`src/rtl/core/fir27_pkg.sv`:
```
// Shared constants, coefficient table and control types for the 27-tap low-pass FIR.
package fir27_pkg;

  localparam int TAP_COUNT     = 27;
  localparam int SAMPLE_BITS   = 16;
  localparam int FRAC_BITS     = 15;
  localparam int COEF_BITS     = 14;
  localparam int IDX_BITS      = $clog2(TAP_COUNT);
  localparam int TAP_GROW_BITS = $clog2(TAP_COUNT);

  typedef logic [IDX_BITS-1:0] tap_idx_t;

  localparam tap_idx_t LAST_TAP = IDX_BITS'(TAP_COUNT - 1);

  // Qualifiers that travel with each tap through the multiply-accumulate pipeline.
  typedef struct packed {
    logic valid;
    logic first;
    logic last;
  } tap_ctl_t;

  // Q1.15 coefficients, symmetric around the center tap of 0.125.
  function automatic logic signed [COEF_BITS-1:0] tap_coef(input tap_idx_t idx);
    logic signed [COEF_BITS-1:0] c;
    unique case (idx)
      5'd0, 5'd26: c = -14'sd62;
      5'd1, 5'd25: c = -14'sd94;
      5'd2, 5'd24: c = -14'sd136;
      5'd3, 5'd23: c = -14'sd165;
      5'd4, 5'd22: c = -14'sd137;
      5'd5, 5'd21: c = 14'sd0;
      5'd6, 5'd20: c = 14'sd293;
      5'd7, 5'd19: c = 14'sd762;
      5'd8, 5'd18: c = 14'sd1392;
      5'd9, 5'd17: c = 14'sd2124;
      5'd10, 5'd16: c = 14'sd2866;
      5'd11, 5'd15: c = 14'sd3507;
      5'd12, 5'd14: c = 14'sd3942;
      5'd13: c = 14'sd4096;
      default: c = 14'sd0;
    endcase
    return c;
  endfunction

endpackage

```
`src/rtl/core/fir27_mac.sv`:
```
// Shared multiply-accumulate unit: registered product, then full-precision accumulator.
module fir27_mac #(
  parameter int SAMPLE_BITS = fir27_pkg::SAMPLE_BITS
) (
  input  logic                                 clk,
  input  logic                                 rst,
  input  fir27_pkg::tap_ctl_t                  ctl,
  input  logic signed [SAMPLE_BITS-1:0]        sample,
  input  logic signed [fir27_pkg::COEF_BITS-1:0] coef,
  output logic signed [SAMPLE_BITS+fir27_pkg::COEF_BITS+fir27_pkg::TAP_GROW_BITS-1:0] acc,
  output logic                                 done
);

  localparam int PROD_BITS = SAMPLE_BITS + fir27_pkg::COEF_BITS;
  localparam int ACC_BITS  = PROD_BITS + fir27_pkg::TAP_GROW_BITS;

  fir27_pkg::tap_ctl_t          prod_ctl;
  logic signed [PROD_BITS-1:0]  prod;

  always_ff @(posedge clk) begin
    prod <= sample * coef;
    if (rst) begin
      prod_ctl <= '0;
    end else begin
      prod_ctl <= ctl;
    end
  end

  // The first tap of an item restarts the sum, so no separate clear cycle is needed.
  always_ff @(posedge clk) begin
    if (prod_ctl.valid) begin
      if (prod_ctl.first) begin
        acc <= ACC_BITS'(prod);
      end else begin
        acc <= acc + ACC_BITS'(prod);
      end
    end
    if (rst) begin
      done <= 1'b0;
    end else begin
      done <= prod_ctl.valid && prod_ctl.last;
    end
  end

endmodule

```
`src/rtl/core/fir_lowpass_27tap_core.sv`:
```
// Top level of the 27-tap symmetric low-pass FIR filter on signed Q1.15 audio.
//
// Input channel: in_valid / in_ready carry one sample_in per transfer. Output
// channel: out_valid / out_ready carry one sample_out per transfer. Every input
// transfer yields exactly one output transfer, in order.
//
// Each accepted sample is written into a 27-entry delay line, and one shared
// multiplier with an accumulator then walks the 27 taps, one tap per cycle.
// Behind the last tap come the operand registers, the product register and
// the accumulator add; the sequencer then sees the finished sum, and the
// hold state rounds and saturates it into the output register. The block
// takes no new sample while an item is in the tap walk or waits in the hold
// state, and the tap walk over the single multiplier sets the pace.
//
// The output register holds a finished result while the receiver stalls; the
// next sample may be accepted and filtered meanwhile, and its result waits
// until the held one has been transferred.
//
// Reset clears the delay line to zeros, the write slot to zero and drops
// out_valid; the block is ready in the first cycle after reset.
module fir_lowpass_27tap_core #(
  parameter int SAMPLE_BITS = fir27_pkg::SAMPLE_BITS
) (
  input  logic                          clk,
  input  logic                          rst,
  input  logic                          in_valid,
  output logic                          in_ready,
  input  logic signed [SAMPLE_BITS-1:0] sample_in,
  output logic                          out_valid,
  input  logic                          out_ready,
  output logic signed [SAMPLE_BITS-1:0] sample_out
);

  localparam int ACC_BITS =
    SAMPLE_BITS + fir27_pkg::COEF_BITS + fir27_pkg::TAP_GROW_BITS;
  localparam logic signed [ACC_BITS-1:0] ROUND_HALF =
    ACC_BITS'(1 << (fir27_pkg::FRAC_BITS - 1));
  localparam logic signed [ACC_BITS-1:0] SAT_MAX =
    {{(ACC_BITS - SAMPLE_BITS + 1){1'b0}}, {(SAMPLE_BITS - 1){1'b1}}};
  localparam logic signed [ACC_BITS-1:0] SAT_MIN =
    {{(ACC_BITS - SAMPLE_BITS + 1){1'b1}}, {(SAMPLE_BITS - 1){1'b0}}};

  typedef enum logic [3:0] {
    ST_IDLE  = 4'b0001,
    ST_RUN   = 4'b0010,
    ST_FLUSH = 4'b0100,
    ST_HOLD  = 4'b1000
  } state_t;

  state_t                        state;
  logic signed [SAMPLE_BITS-1:0] delay_line [fir27_pkg::TAP_COUNT];
  fir27_pkg::tap_idx_t           write_slot;
  fir27_pkg::tap_idx_t           rd_idx;
  fir27_pkg::tap_idx_t           tap;

  fir27_pkg::tap_ctl_t                    tap_ctl;
  logic signed [SAMPLE_BITS-1:0]          tap_sample;
  logic signed [fir27_pkg::COEF_BITS-1:0] tap_coef_q;

  logic signed [ACC_BITS-1:0]    acc;
  logic                          acc_done;
  logic signed [ACC_BITS-1:0]    rounded;
  logic signed [ACC_BITS-1:0]    scaled;
  logic signed [SAMPLE_BITS-1:0] sat_value;
  logic                          out_free;

  assign in_ready = (state == ST_IDLE);
  assign out_free = !out_valid || out_ready;

  // Round half up, then floor by the arithmetic shift, then clamp.
  always_comb begin
    rounded = acc + ROUND_HALF;
    scaled  = rounded >>> fir27_pkg::FRAC_BITS;
    priority if (scaled > SAT_MAX) begin
      sat_value = SAT_MAX[SAMPLE_BITS-1:0];
    end else if (scaled < SAT_MIN) begin
      sat_value = SAT_MIN[SAMPLE_BITS-1:0];
    end else begin
      sat_value = scaled[SAMPLE_BITS-1:0];
    end
  end

  // The new sample is written before the walk starts, so tap zero sees it.
  always_ff @(posedge clk) begin
    if (rst) begin
      for (int i = 0; i < fir27_pkg::TAP_COUNT; i++) begin
        delay_line[i] <= '0;
      end
      write_slot <= '0;
    end else if (in_valid && in_ready) begin
      delay_line[write_slot] <= sample_in;
      if (write_slot == fir27_pkg::LAST_TAP) begin
        write_slot <= '0;
      end else begin
        write_slot <= write_slot + 1'b1;
      end
    end
  end

  always_ff @(posedge clk) begin
    tap_sample <= delay_line[rd_idx];
    tap_coef_q <= fir27_pkg::tap_coef(tap);
    if (rst) begin
      state     <= ST_IDLE;
      rd_idx    <= '0;
      tap       <= '0;
      tap_ctl   <= '0;
      out_valid <= 1'b0;
    end else begin
      tap_ctl.valid <= (state == ST_RUN);
      tap_ctl.first <= (state == ST_RUN) && (tap == '0);
      tap_ctl.last  <= (state == ST_RUN) && (tap == fir27_pkg::LAST_TAP);
      // In the hold state a free output register is reloaded instead.
      if (out_valid && out_ready && (state != ST_HOLD)) begin
        out_valid <= 1'b0;
      end
      unique case (state)
        ST_IDLE: begin
          if (in_valid) begin
            rd_idx <= write_slot;
            tap    <= '0;
            state  <= ST_RUN;
          end
        end
        ST_RUN: begin
          // Walk backward in time through the circular delay line.
          if (rd_idx == '0) begin
            rd_idx <= fir27_pkg::LAST_TAP;
          end else begin
            rd_idx <= rd_idx - 1'b1;
          end
          if (tap == fir27_pkg::LAST_TAP) begin
            state <= ST_FLUSH;
          end else begin
            tap <= tap + 1'b1;
          end
        end
        ST_FLUSH: begin
          if (acc_done) begin
            state <= ST_HOLD;
          end
        end
        ST_HOLD: begin
          // The accumulator holds its sum until the output register is free.
          if (out_free) begin
            sample_out <= sat_value;
            out_valid  <= 1'b1;
            state      <= ST_IDLE;
          end
        end
        default: begin
          state <= ST_IDLE;
        end
      endcase
    end
  end

  fir27_mac #(
    .SAMPLE_BITS(SAMPLE_BITS)
  ) u_mac (
    .clk    (clk),
    .rst    (rst),
    .ctl    (tap_ctl),
    .sample (tap_sample),
    .coef   (tap_coef_q),
    .acc    (acc),
    .done   (acc_done)
  );

endmodule

```
`config.mk`:
```
export PLATFORM = sky130hd
export DESIGN_NAME = fir_lowpass_27tap_core
export DESIGN_NICKNAME = d
export VERILOG_FILES = /design/src/rtl/core/fir27_pkg.sv /design/src/rtl/core/fir27_mac.sv /design/src/rtl/core/fir_lowpass_27tap_core.sv
export SDC_FILE = /design/constraint.sdc
export NUM_CORES = 2
export LEC_CHECK = 0
export BUFFER_PORTS_ARGS = -buffer_cell sky130_fd_sc_hd__buf_2
export CAP_MARGIN = 20
export CORE_MARGIN = 4
export CORE_UTILIZATION = 50
export DETAILED_ROUTE_END_ITERATION = 7
export PLACE_DENSITY = 0.61
export SYNTH_ARGS = -nofsm -noshare
export SYNTH_HDL_FRONTEND = slang
export SYNTH_HIERARCHICAL = 1
export SYNTH_SLANG_ARGS = --single-unit
```
`constraint.sdc`:
```
create_clock -name clk -period 11.9 [get_ports clk]
set_clock_uncertainty 0.2 [all_clocks]
set_input_delay 2.975 -clock clk [delete_from_list [all_inputs] [get_ports clk]]
set_output_delay 2.975 -clock clk [all_outputs]
set_load 0.01 [all_outputs]
```
=== Word level (Yosys, flattened, before mapping) ===
Memories as Yosys holds them, arrays and structs flattened. A register that Yosys moved wholly into a read port is not among the register bits.
Index checks and enable logic that the tools add are counted.

* Bits in registers: 108
* Memory bits (writable): 432
* Bits in read-only memories: 448
* Logic and storage cells: 79
* Memories: 2

{| class="wikitable"
|+ Memory list
! name !! words !! bits a word !! rd ports !! clocked after memory_dff !! wr ports !! RTL line !! source
|-
| (no name shown) || 32 || 14 || 1 || 1 || 0 || fir27_pkg.sv:25 || <nowiki>unique case (idx)</nowiki>
|-
| delay_line || 27 || 16 || 1 || 1 || 27 || fir_lowpass_27tap_core.sv:51 || <nowiki>logic signed [SAMPLE_BITS-1:0] delay_line [fir27_pkg::TAP_COUNT];</nowiki>
|}

* Add/subtract/negate cells: 5
* $mul: 1
* Magnitude comparators: 2
* Equal/unequal tests: 12
* Muxes and demuxes: 25
* Bitwise gates (word level): 1
* Reduce and logical (&&, ||, !) cells: 16

{| class="wikitable"
|+ Operators by type and width
! kind !! count
|-
| $add A35 B16 Y35 const B || 1
|-
| $add A35 B30 Y35 || 1
|-
| $mux W35 || 1
|-
| $mux W16 || 2
|-
| $mul A16 B14 Y30 || 1
|-
| $mux W5 || 6
|-
| $gt A20 B16 Y1 const B || 1
|-
| $lt A20 B16 Y1 const B || 1
|-
| $pmux W5 S2 || 2
|-
| $mux W4 || 4
|-
| $pmux W4 S4 || 1
|-
| $reduce_or A16 Y1 || 1
|-
| $add A5 B1 Y5 const B || 2
|-
| $eq A5 B5 Y1 const B || 2
|-
| $logic_not A5 Y1 || 2
|-
| $mux W1 || 9
|-
| $logic_and A1 B1 Y1 || 6
|-
| $ne A2 B2 Y1 const B || 3
|-
| $reduce_and A3 Y1 || 2
|-
| $sub A5 B1 Y5 const B || 1
|-
| $eq A4 B1 Y1 const B || 1
|-
| $eq A4 B2 Y1 const B || 1
|-
| $eq A4 B3 Y1 const B || 1
|-
| $eq A4 B4 Y1 const B || 1
|-
| other kinds (8) || 9
|}

=== Logic depth before layout (Yosys ltp) ===
* Word-level depth: 7
* Depth in mapped cells: 23
* Depth with buffers taken out: 22

=== Cells and area by module ===
Netlist, hierarchy kept.

{| class="wikitable"
|+ Modules (own cells, without submodules)
! module !! times used !! cells an instance !! area an instance (µm²)
|-
| fir_lowpass_27tap_core || 1 || 1652 || 26223.9
|-
| fir27_mac || 1 || 1367 || 12426.9
|}

=== Worst setup path before layout ===
OpenSTA, ideal clock, no wires.

* Path kind: register to register
* Start: reg tap_coef_q[13] in the netlist's numbering
* End: reg u_mac.prod[28]
* Data arrival time: 6157 ps
* Path slack: 5425 ps
* Cell stages (with the launch flop): 20
* Period minus slack after synthesis: 6475 ps
* Cell sequence: dfxtp_1 inv_1 clkbuf_1 nor2_1 fa_1 fa_1 fa_1 fa_1 fa_1 fa_1 ha_1 buf_6 a21o_1 a21o_1 a2111oi_4 a221oi_2 or3_4 a21o_1 a311o_1 xor2_1

* Longest elaborated chain between the ends: 1

{| class="wikitable"
|+ Ends and longest elaborated chain
! item !! RTL line !! source
|-
| start, declared || fir_lowpass_27tap_core.sv:58 || <nowiki>logic signed [fir27_pkg::COEF_BITS-1:0] tap_coef_q;</nowiki>
|-
| $mul A16 B14 Y30 || fir27_mac.sv:21 || <nowiki>prod <= sample * coef;</nowiki>
|-
| end signal, assigned || fir27_mac.sv:21 ||
|-
| end, declared || fir27_mac.sv:18 || <nowiki>logic signed [PROD_BITS-1:0] prod;</nowiki>
|}

No other way between the ends.
A chain may end at the register's enable or synchronous reset.

=== Worst setup path in the final report ===
* Start: reg tap_coef_q[3] in the netlist's numbering
* End: reg u_mac.prod[27]

The elaborated chain is that of the path after synthesis.

==> reports/metrics.csv <==
stage,metric,value,unit
run_status,status,completed,
die,num_io_pins,38,
sta,worstMarginPinSlew,1.076,ns
die,fp-row-count,101,
clock_tree,postCtsSetupRepairBufs,0,
grt,grt_pass1_vias,24090,
route,vias_per_cell,5.660,
worst_setup_path,cp.required,12.19,ns
synth,synth.distinct_cells,87,
synth,yosys_register_bits,650,
sta,whs,0.2138,ns
clock_tree,clkSlewWorstSetupHoldPaths,0.06,ns
clock_tree,postCtsHoldBufs,0,
sta,drv_slew,0,
sta,rsz0062_at_grt,false,
run,maxCapViolCount,0,
route,routed_wl,93400,um
placement,gp_congestion,0.8634,
clock_tree,cts_buffer_depth,3,
synth,synth_fp_nets,3381,
worst_setup_path,arrival,7.14,ns
die,die_w,286.0,um
clock_tree,cts_resized,0,
sta,max_slew_margin,28.26,%
finish,nNetsFinal,3356,
synth,yosysMostFrequentCell,edfxtp_1,
clock_tree,ctsHtreeMaxLevel,3,
synth,netlist_area,0.03865,mm^2
die,fp.dieH,286.0,um
synth,synth_async_sr_flop_share,0,%
clock_tree,cts-buffers-inserted,73,
grt,gr-total-overflow,0,
die,coreArea,0.07633,mm^2
die,die-area,0.08181,mm^2
grt,grt_pass1_wl,145300,um
finish,stdcell_area,0.04211,mm^2
route,ant_nets,0,
worst_setup_path,crit_type,reg2reg,
synth,synthCells,3019,
synth,yosysWarnings,6,
clock_tree,clk_latency,0.63,ns
sta,min_period_over_period,57.54,%
placement,dp_cells,3949,
sta,setup_tns,0,ns
worst_setup_path,endpoint_kind,flop,
finish,diodes,0,
clock_tree,cts_tree,done,
worst_hold_path,hold_class,reg2reg,
synth,synth_area_leaders,"edfxtp_1 (44%), fa_1 (11%), mux4_2 (9.4%)",
route,wl_per_cell,22.89,um
finish,area.growth.synth_to_final,8.951,%
finish,drive_gt1_share,14.00,%
route,drt_pass1_iterations,7,
synth,ys_top_cells_by_count,"edfxtp_1 (563), and2_1 (551), inv_1 (300), fa_1 (220), nand2_1 (168)",
placement,io_buffers,37,
synth,ys.flop_type,edfxtp_1,
finish,nFillCells,6382,
synth,synth_top_area_share,43.74,%
finish,layoutNonFillerInstCount,4081,
sta,finalHoldViolations,0,
clock_tree,cts.sinks,650,
worst_setup_path,worstPathMaxFanout,16,
grt,grt_max_degree,59,
synth,ys_seq_area_share,48.25,%
placement,hpwl,64220,um
synth,synth_edf_count,563,
grt,grt_use_total,23.16,%
sta,post-route-min-period,6.848,ns
placement,place_area,0.03966,mm^2
route,route.detailed.drc,0,
sta,setup_viol,0,
route,vias,23100,
route,drtIter0Drc,1664,
synth,yosysTopAreaCell,edfxtp_1,
die,initial_utilization,50.64,%
clock_tree,ctsRootBufferMaster,clkbuf_16,
synth,syn_area_per_cell,12.80,um^2
worst_setup_path,startpoint_type,flop,
grt,antenna_found_initial,0,
sta,clock.fmax,146.0,MHz
-- placed cells by master (no fill, tap or decap), types with 71 or more instances in the layout --
master / netlist / final
fa_1: 220 / 220
ha_1: 122 / 122
nor2_1: 85 / 85
and2_1: 551 / 551
o21ai_0: 71 / 71
a21oi_1: 76 / 76
dfxtp_1: 87 / 81
mux4_2: 162 / 162
clkbuf_16: 0 / 73
edfxtp_1: 563 / 563
inv_1: 300 / 300
nand2_1: 168 / 168
-- path summary, 6_finish.rpt --
check | start | endpoint | slack (ns) | cells after the start
worst max-delay path | tap_coef_q[3]$_DFF_P_ | u_mac/prod[27]$_DFF_P_ | 5.05 | 19
worst min-delay path | u_mac/prod_ctl[0]$_SDFF_PP0_ | u_mac/done$_SDFF_PP0_ | 0.21 | 2
worst max register to register | tap_coef_q[3]$_DFF_P_ | u_mac/prod[27]$_DFF_P_ | 5.05 | 19
worst min register to register | u_mac/prod_ctl[0]$_SDFF_PP0_ | u_mac/done$_SDFF_PP0_ | 0.21 | 2
-- critical path: stages (launching register included) --
cell	delay, ns
dfxtp_1	0.63
nand2_1	0.23
fa_1	0.60
inv_1	0.07
fa_1	0.89
inv_1	0.21
fa_1	0.57
fa_1	0.44
fa_1	0.54
inv_1	0.05
fa_1	0.47
ha_1	0.38
nand2_1	0.07
nor2_1	0.08
nand3_1	0.11
nor4_1	0.36
o2111ai_1	0.25
a31oi_1	0.27
mux2i_1	0.21
nand2_1	0.06
-- flip-flops by register name (all words and copies together) (netlist names), 5 cells and up --
name and flops:
write_slot 5, sample_out 16, tap_coef_q 14, u_mac/prod 30
delay_line 512, rd_idx 5, tap_sample 16, tap 5
u_mac/acc 35
-- layout make-up --
cell class	instances	area, um^2	share of cell area, %
inverters	301	1130	2.683
clock buffers	92	1928	4.579
flip-flops and latches	650	18660	44.31
clock inverters	40	525.5	1.248
repair buffers	65	402.9	0.9567
multi-input cells	1903	18170	43.16
well taps	1030	1289	3.060
-- logic make-up (layout without fill, tap and decap cells) --
group,count (synthesis),after routing,share of synthesized area (%)
fa+ha+maj,342,342,15.34
flops,650,650,48.25
xor+xnor,79,79,1.790
simple gates,1019,1019,14.95
buf+inv,466,498,4.752
mux,185,185,10.09
compound gates,278,278,4.823
-- stage by stage --
step	utilization, %	setup slack, ns
2_1_floorplan	-	5.425
3_3_place_gp	51.94	5.233
3_5_place_dp	51.96	5.035
4_1_cts	55.17	4.990
5_1_grt	55.17	4.600
6_report	55.17	5.052
-- per-layer routing --
metal  share of wire, %  vias up  GRT usage [%]
met4                2.2        0          5.402
met3                4.4      133          2.900
met5                  0        -              0
met2                 51      609          40.64
li1                   -    10420              -
met1                 42    11930          31.03
Power is not shown: default switching activity piles up to over one toggle a cycle in this logic, so the estimate is an artifact.
